[config.mk]
export PLATFORM = sky130hd
export DESIGN_NAME = text_to_char_lcd_nibble_stream_flat
export DESIGN_NICKNAME = d
export VERILOG_FILES = /design/src/rtl/tlcd_pkg.sv /design/src/rtl/tlcd_if.sv /design/src/rtl/tlcd_front.sv /design/src/rtl/tlcd_queue.sv /design/src/rtl/tlcd_back.sv /design/src/rtl/text_to_char_lcd_nibble_stream.sv /design/src/flat_wrapper.sv
export SDC_FILE = /design/constraint.sdc
export NUM_CORES = 1
export LEC_CHECK = 0
export BUFFER_PORTS_ARGS = -buffer_cell sky130_fd_sc_hd__buf_2
export CAP_MARGIN = 20
export CORE_MARGIN = 1.5
export CORE_UTILIZATION = 48
export DETAILED_ROUTE_END_ITERATION = 7
export GPL_TIMING_DRIVEN = 1
export PLACE_DENSITY = 0.66
export SYNTH_ARGS = -nofsm -noshare
export SYNTH_HDL_FRONTEND = slang
export SYNTH_HIERARCHICAL = 1
export SYNTH_SLANG_ARGS = --single-unit
export TNS_END_PERCENT = 30
[constraint.sdc]
create_clock -name clk -period 6.05 [get_ports clk]
set_clock_uncertainty 0.15 [all_clocks]
set_input_delay 0.3025 -clock clk [delete_from_list [all_inputs] [get_ports clk]]
set_output_delay 0.3025 -clock clk [all_outputs]
set_load 0.03 [all_outputs]
[src/rtl/tlcd_pkg.sv]
// Shared types, constants and helpers of the character-LCD nibble writer.
package tlcd_pkg;

	localparam logic [6:0] MAX_COLUMNS   = 7'd64;
	localparam logic [2:0] ROW_LIMIT     = 3'd4;
	localparam logic [6:0] COLUMNS_RESET = 7'd16;
	localparam logic [2:0] ROWS_RESET    = 3'd2;

	localparam logic [7:0] CMD_SET_ADDR = 8'h80;
	localparam logic [7:0] CHAR_NL      = 8'd10;
	localparam logic [7:0] CHAR_CR      = 8'd13;

	localparam logic OP_PUT   = 1'b0;
	localparam logic OP_PLACE = 1'b1;

	localparam logic REG_COLUMNS = 1'b0;
	localparam logic REG_ROWS    = 1'b1;

	localparam logic RS_CMD  = 1'b0;
	localparam logic RS_DATA = 1'b1;

	localparam int QUEUE_DEPTH = 2;

	// One or two bus bytes produced by one item
	typedef struct packed {
		logic       two;
		logic       rs0;
		logic [7:0] b0;
		logic       rs1;
		logic [7:0] b1;
	} job_t;

	function automatic logic [7:0] row_base(input logic [1:0] row);
		logic [7:0] base;
		case (row)
			2'd0: base = 8'h00;
			2'd1: base = 8'h40;
			2'd2: base = 8'h10;
			default: base = 8'h50;
		endcase
		return base;
	endfunction

	// Row at or past the row count folds to row 0
	function automatic logic [1:0] fold_row(input logic [2:0] row, input logic [2:0] rows);
		return (row >= rows) ? 2'd0 : row[1:0];
	endfunction

	// Set-address command for a column and row
	function automatic logic [7:0] addr_cmd(input logic [6:0] col, input logic [1:0] row);
		return CMD_SET_ADDR | ({1'b0, col} + row_base(row));
	endfunction

endpackage

[src/rtl/tlcd_if.sv]
// Channel interfaces: text items in, bus nibbles out.
interface tlcd_in_if;
	logic       valid;
	logic       ready;
	logic       operation;
	logic [7:0] character;
	logic [5:0] target_col;
	logic [2:0] target_row;

	modport source (output valid, operation, character, target_col, target_row, input ready);
	modport sink (input valid, operation, character, target_col, target_row, output ready);
endinterface

interface tlcd_out_if;
	logic       valid;
	logic       ready;
	logic       register_select;
	logic [3:0] nibble;
	logic       last_of_run;

	modport source (output valid, register_select, nibble, last_of_run, input ready);
	modport sink (input valid, register_select, nibble, last_of_run, output ready);
endinterface

[src/rtl/tlcd_front.sv]
// Front end: config registers, cursor tracking and byte generation per item.
module tlcd_front (
	input  logic               clk,
	input  logic               arst_n,
	input  logic               cfg_we,
	input  logic               cfg_index,
	input  logic [6:0]         cfg_data,
	input  logic               in_valid,
	output logic               in_ready,
	input  logic               operation,
	input  logic [7:0]         character,
	input  logic [5:0]         target_col,
	input  logic [2:0]         target_row,
	output logic               push_valid,
	input  logic               push_ready,
	output tlcd_pkg::job_t     push_data
);
	import tlcd_pkg::*;

	logic [6:0] columns_q;
	logic [2:0] rows_q;
	logic [6:0] cursor_col_q;
	logic [1:0] cursor_row_q;

	logic [6:0] eff_cols;
	logic [2:0] eff_rows;
	logic       wrap;
	logic [1:0] wrap_row;
	logic [6:0] col_a;
	logic [1:0] row_a;
	logic [6:0] col_n;
	logic [1:0] row_n;
	logic       rs_main;
	logic [7:0] byte_main;
	logic       accept;

	assign eff_cols = (columns_q > MAX_COLUMNS) ? MAX_COLUMNS : columns_q;
	assign eff_rows = (rows_q > ROW_LIMIT) ? ROW_LIMIT : rows_q;

	// wrap to the next row before a character once past the width
	assign wrap     = (operation == OP_PUT) && (cursor_col_q >= eff_cols);
	assign wrap_row = fold_row({1'b0, cursor_row_q} + 3'd1, eff_rows);
	assign col_a    = wrap ? 7'd0 : cursor_col_q;
	assign row_a    = wrap ? wrap_row : cursor_row_q;

	always_comb begin
		col_n     = col_a;
		row_n     = row_a;
		rs_main   = RS_CMD;
		byte_main = 8'h00;
		if (operation == OP_PLACE) begin
			col_n     = {1'b0, target_col};
			row_n     = fold_row(target_row, eff_rows);
			byte_main = addr_cmd(col_n, row_n);
		end else if (character == CHAR_NL) begin
			row_n     = fold_row({1'b0, row_a} + 3'd1, eff_rows);
			byte_main = addr_cmd(col_a, row_n);
		end else if (character == CHAR_CR) begin
			col_n     = 7'd0;
			row_n     = fold_row({1'b0, row_a}, eff_rows);
			byte_main = addr_cmd(7'd0, row_n);
		end else begin
			col_n     = col_a + 7'd1;
			rs_main   = RS_DATA;
			byte_main = character;
		end
	end

	always_comb begin
		push_data.two = wrap;
		if (wrap) begin
			push_data.rs0 = RS_CMD;
			push_data.b0  = addr_cmd(7'd0, wrap_row);
			push_data.rs1 = rs_main;
			push_data.b1  = byte_main;
		end else begin
			push_data.rs0 = rs_main;
			push_data.b0  = byte_main;
			push_data.rs1 = RS_CMD;
			push_data.b1  = 8'h00;
		end
	end

	assign in_ready   = push_ready;
	assign push_valid = in_valid;
	assign accept     = in_valid && push_ready;

	always_ff @(posedge clk or negedge arst_n) begin
		if (!arst_n) begin
			columns_q    <= COLUMNS_RESET;
			rows_q       <= ROWS_RESET;
			cursor_col_q <= 7'd0;
			cursor_row_q <= 2'd0;
		end else begin
			if (cfg_we) begin
				if (cfg_index == REG_COLUMNS) begin
					columns_q <= cfg_data;
				end else begin
					rows_q <= cfg_data[2:0];
				end
			end
			if (accept) begin
				cursor_col_q <= col_n;
				cursor_row_q <= row_n;
			end
		end
	end

endmodule

[src/rtl/tlcd_queue.sv]
// Two-entry job queue between the front end and the nibble sequencer.
module tlcd_queue (
	input  logic           clk,
	input  logic           arst_n,
	input  logic           push_valid,
	output logic           push_ready,
	input  tlcd_pkg::job_t push_data,
	output logic           pop_valid,
	input  logic           pop_ready,
	output tlcd_pkg::job_t pop_data
);
	import tlcd_pkg::*;

	localparam int PW = (QUEUE_DEPTH > 1) ? $clog2(QUEUE_DEPTH) : 1;
	localparam int CW = $clog2(QUEUE_DEPTH + 1);

	job_t          entry_q [QUEUE_DEPTH];
	logic [PW-1:0] wr_ptr_q;
	logic [PW-1:0] rd_ptr_q;
	logic [CW-1:0] count_q;
	logic          push;
	logic          pop;

	assign push_ready = (count_q != CW'(QUEUE_DEPTH));
	assign pop_valid  = (count_q != '0);
	assign pop_data   = entry_q[rd_ptr_q];
	assign push       = push_valid && push_ready;
	assign pop        = pop_valid && pop_ready;

	always_ff @(posedge clk) begin
		if (push) begin
			entry_q[wr_ptr_q] <= push_data;
		end
	end

	always_ff @(posedge clk or negedge arst_n) begin
		if (!arst_n) begin
			wr_ptr_q <= '0;
			rd_ptr_q <= '0;
			count_q  <= '0;
		end else begin
			if (push) begin
				wr_ptr_q <= (wr_ptr_q == PW'(QUEUE_DEPTH - 1)) ? '0 : wr_ptr_q + PW'(1);
			end
			if (pop) begin
				rd_ptr_q <= (rd_ptr_q == PW'(QUEUE_DEPTH - 1)) ? '0 : rd_ptr_q + PW'(1);
			end
			if (push && !pop) begin
				count_q <= count_q + CW'(1);
			end else if (pop && !push) begin
				count_q <= count_q - CW'(1);
			end
		end
	end

endmodule

[src/rtl/tlcd_back.sv]
// Back end: splits queued bytes into high/low nibbles, one per cycle while out_ready is high.
module tlcd_back (
	input  logic           clk,
	input  logic           arst_n,
	input  logic           pop_valid,
	output logic           pop_ready,
	input  tlcd_pkg::job_t pop_data,
	output logic           out_valid,
	input  logic           out_ready,
	output logic           register_select,
	output logic [3:0]     nibble,
	output logic           last_of_run
);
	import tlcd_pkg::*;

	job_t       job_q;
	logic [1:0] idx_q;
	logic       busy_q;
	logic [7:0] cur_byte;
	logic       fire;

	always_comb begin
		if (job_q.two && idx_q[1]) begin
			cur_byte        = job_q.b1;
			register_select = job_q.rs1;
		end else begin
			cur_byte        = job_q.b0;
			register_select = job_q.rs0;
		end
	end

	assign nibble      = idx_q[0] ? cur_byte[3:0] : cur_byte[7:4];
	assign last_of_run = (idx_q == (job_q.two ? 2'd3 : 2'd1));
	assign out_valid   = busy_q;
	assign fire        = out_valid && out_ready;
	// load the next job when idle or as the last nibble leaves
	assign pop_ready   = !busy_q || (fire && last_of_run);

	always_ff @(posedge clk) begin
		if (pop_valid && pop_ready) begin
			job_q <= pop_data;
		end
	end

	always_ff @(posedge clk or negedge arst_n) begin
		if (!arst_n) begin
			busy_q <= 1'b0;
			idx_q  <= 2'd0;
		end else begin
			if (pop_ready) begin
				busy_q <= pop_valid;
				idx_q  <= 2'd0;
			end else if (fire) begin
				idx_q <= idx_q + 2'd1;
			end
		end
	end

endmodule

[src/rtl/text_to_char_lcd_nibble_stream.sv]
// Top level of the character-LCD 4-bit text writer.
//
//   channel | direction | handshake    | payload
//   --------+-----------+--------------+-----------------------------------------------
//   text    | in        | valid/ready  | operation, character, target_col, target_row
//   bus     | out       | valid/ready  | register_select, nibble, last_of_run
//   cfg     | in        | cfg_we       | cfg_index (0 columns, 1 rows_in_use), cfg_data
//
// A text item becomes one or two bus bytes in the cycle it is accepted; the cursor
// updates at that same edge. The sequencer sends one nibble per cycle while bus ready is
// high, so an item is two nibbles (data byte, cursor move) or four (row wrap plus byte);
// the nibble sequencer sets the rate. A two-entry job queue between the front end and the
// sequencer keeps text flowing while the bus stalls, until the queue fills. Reset returns
// the cursor to column 0, row 0, columns to 16, rows_in_use to 2, and empties the queue.
module text_to_char_lcd_nibble_stream (
	input  logic        clk,
	input  logic        arst_n,
	input  logic        cfg_we,
	input  logic        cfg_index,
	input  logic [6:0]  cfg_data,
	tlcd_in_if.sink     text,
	tlcd_out_if.source  bus
);
	import tlcd_pkg::*;

	logic push_valid;
	logic push_ready;
	job_t push_data;
	logic pop_valid;
	logic pop_ready;
	job_t pop_data;

	// classify items, track the cursor
	tlcd_front u_front (
		.clk        (clk),
		.arst_n     (arst_n),
		.cfg_we     (cfg_we),
		.cfg_index  (cfg_index),
		.cfg_data   (cfg_data),
		.in_valid   (text.valid),
		.in_ready   (text.ready),
		.operation  (text.operation),
		.character  (text.character),
		.target_col (text.target_col),
		.target_row (text.target_row),
		.push_valid (push_valid),
		.push_ready (push_ready),
		.push_data  (push_data)
	);

	// decouple front and back
	tlcd_queue u_queue (
		.clk        (clk),
		.arst_n     (arst_n),
		.push_valid (push_valid),
		.push_ready (push_ready),
		.push_data  (push_data),
		.pop_valid  (pop_valid),
		.pop_ready  (pop_ready),
		.pop_data   (pop_data)
	);

	// emit nibbles, high half first
	tlcd_back u_back (
		.clk             (clk),
		.arst_n          (arst_n),
		.pop_valid       (pop_valid),
		.pop_ready       (pop_ready),
		.pop_data        (pop_data),
		.out_valid       (bus.valid),
		.out_ready       (bus.ready),
		.register_select (bus.register_select),
		.nibble          (bus.nibble),
		.last_of_run     (bus.last_of_run)
	);

endmodule
[src/flat_wrapper.sv]
// flat-port wrapper written by rule: the top's interface ports become plain ports
module text_to_char_lcd_nibble_stream_flat import tlcd_pkg::*;
  (clk, arst_n, cfg_we, cfg_index, cfg_data, text_valid, text_operation, text_character, text_target_col, text_target_row, text_ready, bus_valid, bus_register_select, bus_nibble, bus_last_of_run, bus_ready);
  tlcd_in_if text_i ();
  tlcd_out_if bus_i ();
  input  logic clk;
  input  logic arst_n;
  input  logic cfg_we;
  input  logic cfg_index;
  input  logic [6:0] cfg_data;
  input wire logic [$bits(text_i.valid)-1:0] text_valid;
  input wire logic [$bits(text_i.operation)-1:0] text_operation;
  input wire logic [$bits(text_i.character)-1:0] text_character;
  input wire logic [$bits(text_i.target_col)-1:0] text_target_col;
  input wire logic [$bits(text_i.target_row)-1:0] text_target_row;
  output wire logic [$bits(text_i.ready)-1:0] text_ready;
  output wire logic [$bits(bus_i.valid)-1:0] bus_valid;
  output wire logic [$bits(bus_i.register_select)-1:0] bus_register_select;
  output wire logic [$bits(bus_i.nibble)-1:0] bus_nibble;
  output wire logic [$bits(bus_i.last_of_run)-1:0] bus_last_of_run;
  input wire logic [$bits(bus_i.ready)-1:0] bus_ready;
  assign text_i.valid = text_valid;
  assign text_i.operation = text_operation;
  assign text_i.character = text_character;
  assign text_i.target_col = text_target_col;
  assign text_i.target_row = text_target_row;
  assign text_ready = text_i.ready;
  assign bus_valid = bus_i.valid;
  assign bus_register_select = bus_i.register_select;
  assign bus_nibble = bus_i.nibble;
  assign bus_last_of_run = bus_i.last_of_run;
  assign bus_i.ready = bus_ready;
  text_to_char_lcd_nibble_stream u_core (.clk(clk), .arst_n(arst_n), .cfg_we(cfg_we), .cfg_index(cfg_index), .cfg_data(cfg_data), .text(text_i), .bus(bus_i));
endmodule
==> flow_metrics.py, run 1 <==
metrics = {
    "timing": {
        "hold_viol": 0,
        "setup_violations": 0,
        "finalHoldWorstSlack_ps": 19.27,
        "slew_viol_final": 0,
        "finalCritPeriodShare_pct": 86.53,
        "max_slew_margin_pct": 39.95,
        "worstMarginPinSlew_ps": 900.8,
        "min_period_ps": 5235,
        "tns_ps": 0,
        "rsz0062_at_grt": "no",
        "fmax_ghz": 0.1910,
    },
    "die": {
        "chipWidth_um": 99.52,
        "initial_core_util_pct": 48.86,
        "fp.coreArea_um2": 9153,
        "rows": 35,
        "die-area_um2": 9904,
        "die_y_um": 99.52,
        "pin_count": 39,
    },
    "worst_setup_path": {
        "r2r_slack_ps": 820,
        "arrival_ps": 5180,
        "path_class": "reg -> reg",
        "critical_path.endpoint_type": "flop",
        "r2r_start": "u_core/u_front/cursor_col_q[0]$_DFFE_PN0P_",
        "startpoint_type": "flop",
        "cp.required_ps": 5990,
        "path_max_fanout": 10,
        "startpoint": "u_core/u_front/cursor_col_q[0]$_DFFE_PN0P_",
    },
    "logic_synthesis": {
        "ys.flop_type": "edfxtp_1",
        "synthArstFlopShare_pct": 31.33,
        "ys_ff_latch": 83,
        "syn_area_per_cell_um2": 12.60,
        "yosys.cell_types.count": 66,
        "syn_area_um2": 4472,
        "yosysSeqAreaShare_pct": 52.88,
        "syn_nets": 413,
        "synth_warnings": 6,
        "synth_edf_count": 57,
        "synthCells": 355,
    },
    "grt": {
        "grt_pass1_vias": 2846,
        "track_usage_pct": 18.96,
        "grt_remaining_overflow": 0,
        "grt_max_degree": 27,
        "grt_pass1_wl_um": 14260,
        "antenna_found_initial": 0,
    },
    "drt": {
        "viasPerCell": 5.706,
        "drc": 0,
        "drt_iter0_markers": 140,
        "antenna_left": 0,
        "wl_per_cell_um": 17.11,
        "wirelength_um": 8778,
        "num_vias": 2927,
        "drt-pass1-iter-count": 4,
    },
    "cts": {
        "cts_tree": "yes",
        "cts_buffer_depth": 2,
        "cts_buffers": 9,
        "cts_max_level": 3,
        "worstSkewPairLatency_ps": 370,
        "cts_root_buf": "clkbuf_8",
        "clkTransAtPathRegs_ps": 80,
        "cts_setup_buffers": 0,
        "cts.sinks": 83,
    },
    "power": {
        "ir_worst_vdd_uv": 262.6,
        "p_seq_share_pct": 41.7,
        "p_leak_nw": 1.994,
        "switchingPower_w": 0.0008784,
        "p_comb_share_pct": 42.8,
        "p_clk_share_pct": 15.5,
        "p_per_area_nw_per_um2": 468.9,
        "internal-power_w": 0.001434,
        "switching_share_pct": 37.99,
    },
    "outcome": {
        "status": "finished, final reports clean",
    },
    "cells_and_area": {
        "syn2layout_area_growth_pct": 10.27,
        "drive_gt1_share_pct": 27.61,
        "diodes": 0,
        "num-nets-final": 455,
        "stdcell_area_um2": 4931,
    },
    "min_path": {
        "holdCritStartpoint": "cfg_data[4]",
        "hold_path.class": "in -> reg",
    },
    "job": {
        "drv_cap": 0,
    },
    "placed_design": {
        "place_area_um2": 4737,
        "gp_congestion": 0.8402,
        "dpl.hpwl_um": 6455,
        "port_buffers": 38,
    },
}
cell type report:
type / instances / area, um^2
inverter: 17 / 66.31
sequential: 83 / 2365
tap: 111 / 138.9
multi-input combinational: 242 / 1947
clock inverter: 7 / 50.05
fill: 791 / 4222
timing repair buffer: 44 / 240.2
clock buffer: 9 / 123.9
registers in the layout (all words and copies together) (netlist names):
name and count:
u_core/u_back/out_valid 1, u_core/u_front/cursor_row_q 2, u_core/u_back/idx_q 2, u_core/u_front/columns_q 7
u_core/u_queue/count_q 2, u_core/u_front/cursor_col_q 7, u_core/u_queue/rd_ptr_q 1, u_core/u_front/rows_q 3
u_core/u_queue/entry_q 38, u_core/u_queue/wr_ptr_q 1, u_core/u_back/job_q 19
stage by stage:
stage,cells,setup WS (ps),utilization (%),power [W]
6_report,513,815.0,53.88,0.002312
2_1_floorplan,355,1284,-,0.001741
5_1_grt,513,365.2,53.88,0.002485
4_1_cts,513,833.0,53.88,0.002334
3_3_place_gp,495,1018,51.76,0.001938
3_5_place_dp,495,849.7,51.76,0.001966
cells in the final DEF (no fill, tap or decap), drive strengths merged, types with 9 or more instances in the layout:
| master | n |
|---|---|
| a21oi | 10 |
| buf | 42 |
| clkbuf | 9 |
| dfrtp | 24 |
| edfxtp | 57 |
| ha | 27 |
| inv | 19 |
| mux2 | 30 |
| nand2 | 31 |
| nand2b | 9 |
| nor2 | 19 |
| o21ai | 12 |
kinds of logic after synthesis:
kind of cell               synth area share (%)
and+or+nand+nor                           12.23
DFF                                       52.88
AOI/OAI and AO/OA                         11.44
muxes                                     10.74
buffers and inverters                     3.581
adders and majority gates                 7.554
xor gates and xnor gates                  1.567
power by group through the flow:
stage               registers, W  clock network, W  logic, W
floorplan               0.000916                 0  0.000825
global placement        0.000970                 0  0.000968
detailed placement      0.000979                 0  0.000988
CTS                     0.000967          0.000369  0.000998
global route            0.000984          0.000389   0.00111
finish                  0.000964          0.000359  0.000989
metal layers:
layer  routed length [um]  share of wire (%)  vias to the layer above  track usage (%)
li1                     -                  -                     1409                -
met1                 3948                 45                     1431            23.49
met2                 4284                 49                       72            31.98
met3                  367                4.2                       15            4.498
met4                  178                2.0                        0            7.801
met5                    0                  0                        -                0
timing repair:
action,in CTS,in global routing
gates resized for setup,0,0
hold buffers,2,0
hold endpoints to repair,25,0
worst paths after layout:
kind                                                            to  cells after the start
setup / recovery           u_core/u_queue/entry_q[0][15]$_DFFE_PP_                     21
hold / removal             u_core/u_front/columns_q[4]$_DFFE_PN1P_                      2
setup reg to reg           u_core/u_queue/entry_q[0][15]$_DFFE_PP_                     21
hold reg to reg                u_core/u_queue/wr_ptr_q$_DFFE_PN0P_                      1
max in group asynchronous      u_core/u_queue/wr_ptr_q$_DFFE_PN0P_                      2
min in group asynchronous  u_core/u_front/columns_q[5]$_DFFE_PN0P_                      2
synthesized netlist by cell type (all sizes together), types with 3 or more instances:
cell / number / area share, %
nor2b: 4 / 0.56
o21ai: 12 / 1.3
mux2i: 4 / 1.2
nor2: 19 / 1.6
xnor2: 3 / 0.59
xor2: 5 / 0.98
o22ai: 4 / 0.56
a21boi: 4 / 0.67
a211o: 3 / 0.59
a211oi: 5 / 0.95
dfrtp: 24 / 13
nand3: 5 / 0.56
a21oi: 10 / 1.1
mux2: 30 / 7.6
edfxtp: 57 / 38
o21a: 5 / 0.84
and3: 4 / 0.56
buf: 10 / 1.8
a31oi: 4 / 0.56
and2: 8 / 1.1
a21o: 5 / 0.84
nand2b: 9 / 1.6
nand2: 31 / 2.8
nor3: 5 / 0.78
ha: 27 / 7.6
inv: 17 / 1.5
mux4: 4 / 2.0
clkbuf: 3 / 0.25
worst max-delay path, stage by stage, from the launching register on:
cell and delay [ps]:
dfrtp_1 430, inv_1 100, ha_1 290, nand2b_1 130, a2111o_1 460, a32oi_4 230, inv_4 120, mux2i_1 240
inv_1 100, ha_1 310, ha_1 270, and2_1 150, a21boi_0 370, and2_1 210, ha_1 150, ha_1 190
xor2_1 230, nor2_1 60, mux2i_1 140, nor2_1 50, a2111oi_0 400, o22ai_1 170
(Power assumes the default switching activity.)
==> run 2: changes to the inputs <==
Settings changed: CORE_UTILIZATION 48 to 36, PLACE_DENSITY 0.66 to not set.
==> flow_metrics.py, run 2 (synthesis results as in run 1) <==
metrics = {
    "cells_and_area": {
        "largest-register": "u_core/u_queue/entry_q",
        "reg_top3": "u_core/u_queue/entry_q x38, u_core/u_back/job_q x19",
        "syn2layout_area_growth_pct": 14.35,
        "diodes": 0,
        "layout_commonest_cell": "edfxtp_1",
        "drive_gt1_share_pct": 27.18,
        "final_cell_mix": "edfxtp_1 (57), buf_2 (38), nand2_1 (30), mux2_2 (30), ha_1 (27)",
        "num-nets-final": 454,
        "final_util_pct": 42.40,
        "largest_register_ffs": 38,
    },
    "power": {
        "p_seq_share_pct": 38.6,
        "p_comb_share_pct": 40.0,
        "p_leak_nw": 2.045,
        "switchingPower_w": 0.0008933,
        "ir_worst_vdd_uv": 168.0,
        "p_clk_share_pct": 21.5,
        "internal-power_w": 0.001607,
        "total_power_w": 0.002500,
        "p_per_area_nw_per_um2": 489.0,
        "switching_share_pct": 35.73,
    },
    "timing": {
        "fmax_ghz": 0.1906,
        "max_slew_margin_pct": 37.89,
        "setup_ws_ps": 804.1,
        "hold_viol": 0,
        "finalHoldWorstSlack_ps": 39.18,
        "tns_ps": 0,
        "min_period_ps": 5246,
        "worstMarginPinSlew_ps": 931.6,
        "finalCritPeriodShare_pct": 86.71,
        "rsz0062_at_grt": "no",
        "slew_viol_final": 0,
        "setup_violations": 0,
    },
    "drt": {
        "wirelength_um": 9032,
        "drt-pass1-iter-count": 4,
        "viasPerCell": 5.032,
        "drt_iter0_markers": 188,
        "antenna_left": 0,
        "wl_per_cell_um": 15.87,
        "num_vias": 2863,
        "drc": 0,
    },
    "cts": {
        "cts.sinks": 83,
        "cts_tree": "yes",
        "cts_buffer_depth": 2,
        "cts_resized": 0,
        "cts_root_buf": "clkbuf_16",
        "clkTransAtPathRegs_ps": 60,
        "cts_buffers": 9,
        "worstSkewPairLatency_ps": 330,
        "cts_max_level": 3,
    },
    "worst_setup_path": {
        "path_max_fanout": 10,
        "slowest_stage": "a2111o_1",
        "cp_num_buf_inv": 3,
        "timing.rr.end": "u_core/u_queue/entry_q[0][15]$_DFFE_PP_",
        "worstRegToRegCells": 21,
        "critical_path_depth": 21,
        "worst_path_most_repeated_cell": "ha_1",
        "r2r_start": "u_core/u_front/cursor_col_q[0]$_DFFE_PN0P_",
        "crit_family": "compound AO/OA/AOI/OAI gates",
        "slowest_delay_ps": 470,
        "critical_path.endpoint_type": "flop",
        "arrival_ps": 5150,
        "startpoint": "u_core/u_front/cursor_col_q[0]$_DFFE_PN0P_",
        "path_class": "reg -> reg",
        "crit_end": "u_core/u_queue/entry_q[0][15]$_DFFE_PP_",
        "r2r_slack_ps": 800,
        "cp_cell_sequence": "inv_1, ha_1, nand2b_1, a2111o_1, a32oi_4, inv_4, mux2i_1, inv_1, ha_1, ha_1, and2_1, a21boi_0, and2_1, ha_1, ha_1, xor2_1, nor2_1, mux2i_1, nor2_1, a2111oi_0, o22ai_1",
        "cp.required_ps": 5960,
        "startpoint_type": "flop",
    },
    "grt": {
        "antenna_found_initial": 0,
        "track_usage_pct": 14.90,
        "grt_pass1_vias": 2890,
        "grt_remaining_overflow": 0,
        "grt_max_degree": 27,
        "grt_pass1_wl_um": 14920,
    },
    "placed_design": {
        "port_buffers": 38,
        "gp_congestion": 0.8689,
        "dpl.hpwl_um": 6749,
        "pre_cts_ws_ps": 855.0,
    },
    "outcome": {
        "status": "finished, final reports clean",
    },
    "die": {
        "die-area_um2": 13100,
        "initial_core_util_pct": 37.07,
        "chipWidth_um": 114.5,
        "fp.coreArea_um2": 12060,
        "die_y_um": 114.5,
        "rows": 40,
        "pin_count": 39,
    },
    "min_path": {
        "hold_path.class": "in -> reg",
    },
    "job": {
        "drv_cap": 0,
    },
}
-- run 2: cell types whose count changed in the layout (fill, tap and decap cells not counted), sizes merged --
cell | before | now
inv | 19 | 18
clkbuf | 9 | 11
dlygate4sd3 | 2 | 1
bufinv | 0 | 1
clkinvlp | 3 | 2
clkinv | 2 | 1
-- run 2: per-layer routing --
| layer | track usage [%] | up-vias | wire [um] |
|---|---|---|---|
| met5 | 0 | - | 0 |
| met3 | 2.912 | 8 | 266 |
| li1 | - | 1416 | - |
| met4 | 5.417 | 0 | 145 |
| met2 | 24.35 | 53 | 4371 |
| met1 | 19.74 | 1386 | 4249 |
-- run 2: metrics by stage --
stage	instances	cell area, um^2
finish	569	5114
global route	569	5114
CTS	569	5114
detailed placement	552	4808
global placement	552	4808
floorplan	355	4472
-- run 2: worst min path at each step --
stage | start | to | slack, ps | cells past startpoint
floorplan | arst_n | u_core/u_back/idx_q[0]$_DFFE_PN0P_ | -140 | 0
finish | cfg_data[6] | u_core/u_front/columns_q[6]$_DFFE_PN0P_ | 40 | 3
global placement | arst_n | u_core/u_back/idx_q[1]$_DFFE_PN0P_ | 210 | 1
CTS | cfg_data[6] | u_core/u_front/columns_q[6]$_DFFE_PN0P_ | 30 | 3
global route | cfg_data[4] | u_core/u_front/columns_q[4]$_DFFE_PN1P_ | 50 | 2
detailed placement | arst_n | u_core/u_back/idx_q[1]$_DFFE_PN0P_ | 230 | 1
-- run 2: cell type report --
type                            count  area [um^2]
Clock inverter                      5        62.56
Clock buffer                       11        232.7
Timing Repair Buffer               43        230.2
Tap cell                          168        210.2
Fill cell                        1172         6948
Multi-Input combinational cell    242         1947
Sequential cell                    83         2365
Inverter                           17        66.31
-- run 2: power by group through the flow --
stage	sequential (W)	combinational, W	clock [W]
2_1_floorplan	0.000916	0.000825	0
3_5_place_dp	0.000977	0.000995	0
5_1_grt	0.000989	0.00111	0.000575
6_report	0.000964	0.00100	0.000536
3_3_place_gp	0.000969	0.000973	0
4_1_cts	0.000966	0.00100	0.000551
-- run 2: repair_timing --
action                    CTS  global route
setup buffers               0             0
hold endpoints to repair   24             0
hold buffers                1             0
-- run 2: worst register-to-register path, stage by stage (launching register included) --
cell	delay, ps
dfrtp_1	420
inv_1	100
ha_1	280
nand2b_1	140
a2111o_1	470
a32oi_4	240
inv_4	110
mux2i_1	230
inv_1	100
ha_1	320
ha_1	270
and2_1	140
a21boi_0	380
and2_1	210
ha_1	160
ha_1	190
xor2_1	230
nor2_1	70
mux2i_1	150
nor2_1	50
a2111oi_0	380
o22ai_1	170
==> run 3: changes to the inputs <==
Settings changed: SYNTH_HIERARCHICAL 1 to not set.
==> flow_metrics.py, run 3 <==
metrics = {
    "outcome": {
        "status": "finished, final reports clean",
    },
    "cells_and_area": {
        "num-nets-final": 451,
        "multi_input_area_um2": 1867,
        "reg_top3": "u_core.u_queue.entry_q x38, u_core.u_back.job_q x19",
        "seq_area_um2": 2365,
        "largest_register_ffs": 38,
        "largest-register": "u_core.u_queue.entry_q",
        "final_cell_mix": "edfxtp_1 (57), buf_2 (38), nand2_1 (36)",
        "num-fill-cells": 1071,
        "diodes": 0,
        "drive_gt1_share_pct": 25.38,
        "syn2layout_area_growth_pct": 14.66,
        "layout_commonest_cell": "edfxtp_1",
        "stdcell_area_um2": 4971,
        "final_util_pct": 42.98,
    },
    "worst_setup_path": {
        "crit_family": "simple AND/OR/NAND/NOR gates",
        "startpoint_type": "flop",
        "cp_cell_sequence": "inv_1, nand2_1, ha_1, o21a_1, nor2_1, or3_4, a21o_4, inv_4, mux2i_2, ha_1, ha_1, a21o_1, a21oi_1, and2_1, ha_1, ha_1, nand2b_1, or4_1, nand3_1, nand2_1, mux2i_1, o31ai_1",
        "startpoint": "u_core.u_front.columns_q[6]$_DFFE_PN0P_",
        "cp_num_buf_inv": 2,
        "critical_path_depth": 22,
        "slowest_stage": "or4_1",
        "crit_end": "u_core.u_queue.entry_q[1][15]$_DFFE_PP_",
        "worstRegToRegCells": 22,
        "r2r_slack_ps": 920,
        "cp.required_ps": 5970,
        "r2r_start": "u_core.u_front.columns_q[6]$_DFFE_PN0P_",
        "arrival_ps": 5060,
        "timing.rr.end": "u_core.u_queue.entry_q[1][15]$_DFFE_PP_",
        "critical_path.endpoint_type": "flop",
        "worst_path_most_repeated_cell": "ha_1",
        "path_class": "reg -> reg",
        "path_max_fanout": 11,
        "slowest_delay_ps": 420,
    },
    "power": {
        "ir_worst_vdd_uv": 181.6,
        "p_per_area_nw_per_um2": 491.8,
        "p_leak_nw": 1.965,
        "total_power_w": 0.002445,
    },
    "logic_synthesis": {
        "ys_ff_latch": 83,
        "syn_area_um2": 4335,
        "ys.flop_type": "edfxtp_1",
        "yosys.cell_types.count": 56,
        "synthDominantCellAreaShare_pct": 39.48,
        "syn_area_per_cell_um2": 12.28,
        "yosys-top-cells-area": "edfxtp_1 (39%), dfrtp_1 (14%), ha_1 (7.8%)",
        "yosysMostFrequentCell": "edfxtp_1",
        "synth_top_area_cell": "edfxtp_1",
        "synth_edf_count": 57,
        "syn_nets": 411,
        "yosysSeqAreaShare_pct": 54.55,
        "synthCells": 353,
        "synthArstFlopShare_pct": 31.33,
        "synth_commonest_cells": "edfxtp_1 (57), nand2_1 (36), mux2_2 (30)",
        "synth_warnings": 0,
    },
    "cts": {
        "cts_buffers": 9,
        "cts_buffer_depth": 2,
        "cts_root_buf": "clkbuf_16",
        "cts.sinks": 83,
        "worstSkewPairLatency_ps": 330,
        "cts_setup_buffers": 0,
        "clkTransAtPathRegs_ps": 60,
        "cts_max_level": 3,
        "cts_tree": "yes",
    },
    "timing": {
        "finalCritPeriodShare_pct": 84.88,
        "worstMarginPinSlew_ps": 893.0,
        "hold_viol": 0,
        "tns_ps": 0,
        "max_slew_margin_pct": 40.46,
        "min_period_ps": 5135,
        "slew_viol_final": 0,
        "rsz0062_at_grt": "no",
        "fmax_ghz": 0.1947,
        "setup_violations": 0,
        "setup_ws_ps": 915.0,
    },
    "grt": {
        "grt_pass1_wl_um": 15000,
        "track_usage_pct": 15.49,
        "grt_max_degree": 27,
        "antenna_found_initial": 0,
        "grt_remaining_overflow": 0,
        "grt_pass1_vias": 2899,
    },
    "drt": {
        "viasPerCell": 5.329,
        "num_vias": 2883,
        "drt-pass1-iter-count": 4,
        "wl_per_cell_um": 16.91,
        "drc": 0,
        "drt_iter0_markers": 186,
        "antenna_left": 0,
        "wirelength_um": 9148,
    },
    "placed_design": {
        "gp_congestion": 0.8271,
        "port_buffers": 38,
        "place_area_um2": 4663,
        "pre_cts_ws_ps": 974.2,
        "dpl.hpwl_um": 6773,
    },
    "die": {
        "die-area_um2": 12710,
        "rows": 39,
        "fp.coreArea_um2": 11560,
        "die_y_um": 112.7,
        "initial_core_util_pct": 37.49,
        "pin_count": 39,
        "chipWidth_um": 112.7,
    },
    "min_path": {
        "hold_path.class": "in -> reg",
    },
    "job": {
        "drv_cap": 0,
    },
}
run 3: cell count changes after synthesis, sizes merged, moves of 3 or more:
| cell | change |
|---|---|
| buf | -8 |
| and3 | +3 |
| o21ai | +4 |
| clkbuf | +6 |
| a211o | -3 |
| nand2 | +5 |
| a21oi | +8 |
| inv | -4 |
| nand3 | +3 |
| and2 | -3 |
| a211oi | -4 |
| a21boi | -4 |
run 3: worst min-delay path, stage by stage:
cell and delay, ps:
buf_2 80, nand2_1 40, o21ai_0 60
run 3: power breakdown:
group | leakage (nW) | internal [W] | switching, W
clock network | 0.144 | 0.000322 | 0.000227
logic | 0.979 | 0.000406 | 0.000535
registers | 0.841 | 0.000835 | 0.000120
run 3: cell type report:
| class | count | share of cell area, % |
|---|---|---|
| inverters | 14 | 1.107 |
| clock buffers | 9 | 4.531 |
| repair buffers | 40 | 4.178 |
| flip-flops and latches | 83 | 47.57 |
| multi-input cells | 245 | 37.55 |
| well taps | 143 | 3.599 |
| clock inverters | 7 | 1.460 |
run 3: per-layer routing:
metal | up-vias | GRT usage [%] | wire length (um)
met5 | - | 0 | 0
met1 | 1406 | 20.19 | 4231
li1 | 1401 | - | -
met2 | 66 | 25.33 | 4412
met3 | 10 | 3.535 | 371
met4 | 0 | 5.823 | 132
run 3: per-stage QoR:
step / hold slack, ps / std cells
after detailed placement: 226.4 / 524
after CTS: 29.39 / 541
after global placement: 212.0 / 524
final: 34.24 / 541
after floorplan: -143.1 / 353
after global routing: 40.73 / 541
run 3: logic make-up after synthesis:
kind of cell | count (synthesis) | synth area share, %
AOI/OAI and AO/OA | 68 | 10.82
xor gates and xnor gates | 7 | 1.414
adders and majority gates | 27 | 7.792
buffers and inverters | 25 | 2.395
DFF | 83 | 54.55
muxes | 37 | 10.65
and+or+nand+nor | 106 | 12.38
run 3: repair_timing:
action | 4_1_cts | 5_1_grt
hold buffers | 1 | 0
hold endpoints to repair | 24 | 0
resized for setup | 0 | 0
endpoints found under the setup margin | 0 | 0
run 3: how the worst min path moves through the flow:
stage / start / end / slack (ps) / cells after the start
detailed placement: arst_n / u_core.u_back.idx_q[0]$_DFFE_PN0P_ / 230 / 1
global placement: arst_n / u_core.u_back.idx_q[1]$_DFFE_PN0P_ / 210 / 1
CTS: cfg_data[6] / u_core.u_front.columns_q[6]$_DFFE_PN0P_ / 30 / 3
floorplan: arst_n / u_core.u_back.idx_q[0]$_DFFE_PN0P_ / -140 / 0
finish: cfg_data[6] / u_core.u_front.columns_q[6]$_DFFE_PN0P_ / 30 / 3
global route: cfg_data[5] / u_core.u_front.columns_q[5]$_DFFE_PN0P_ / 40 / 2
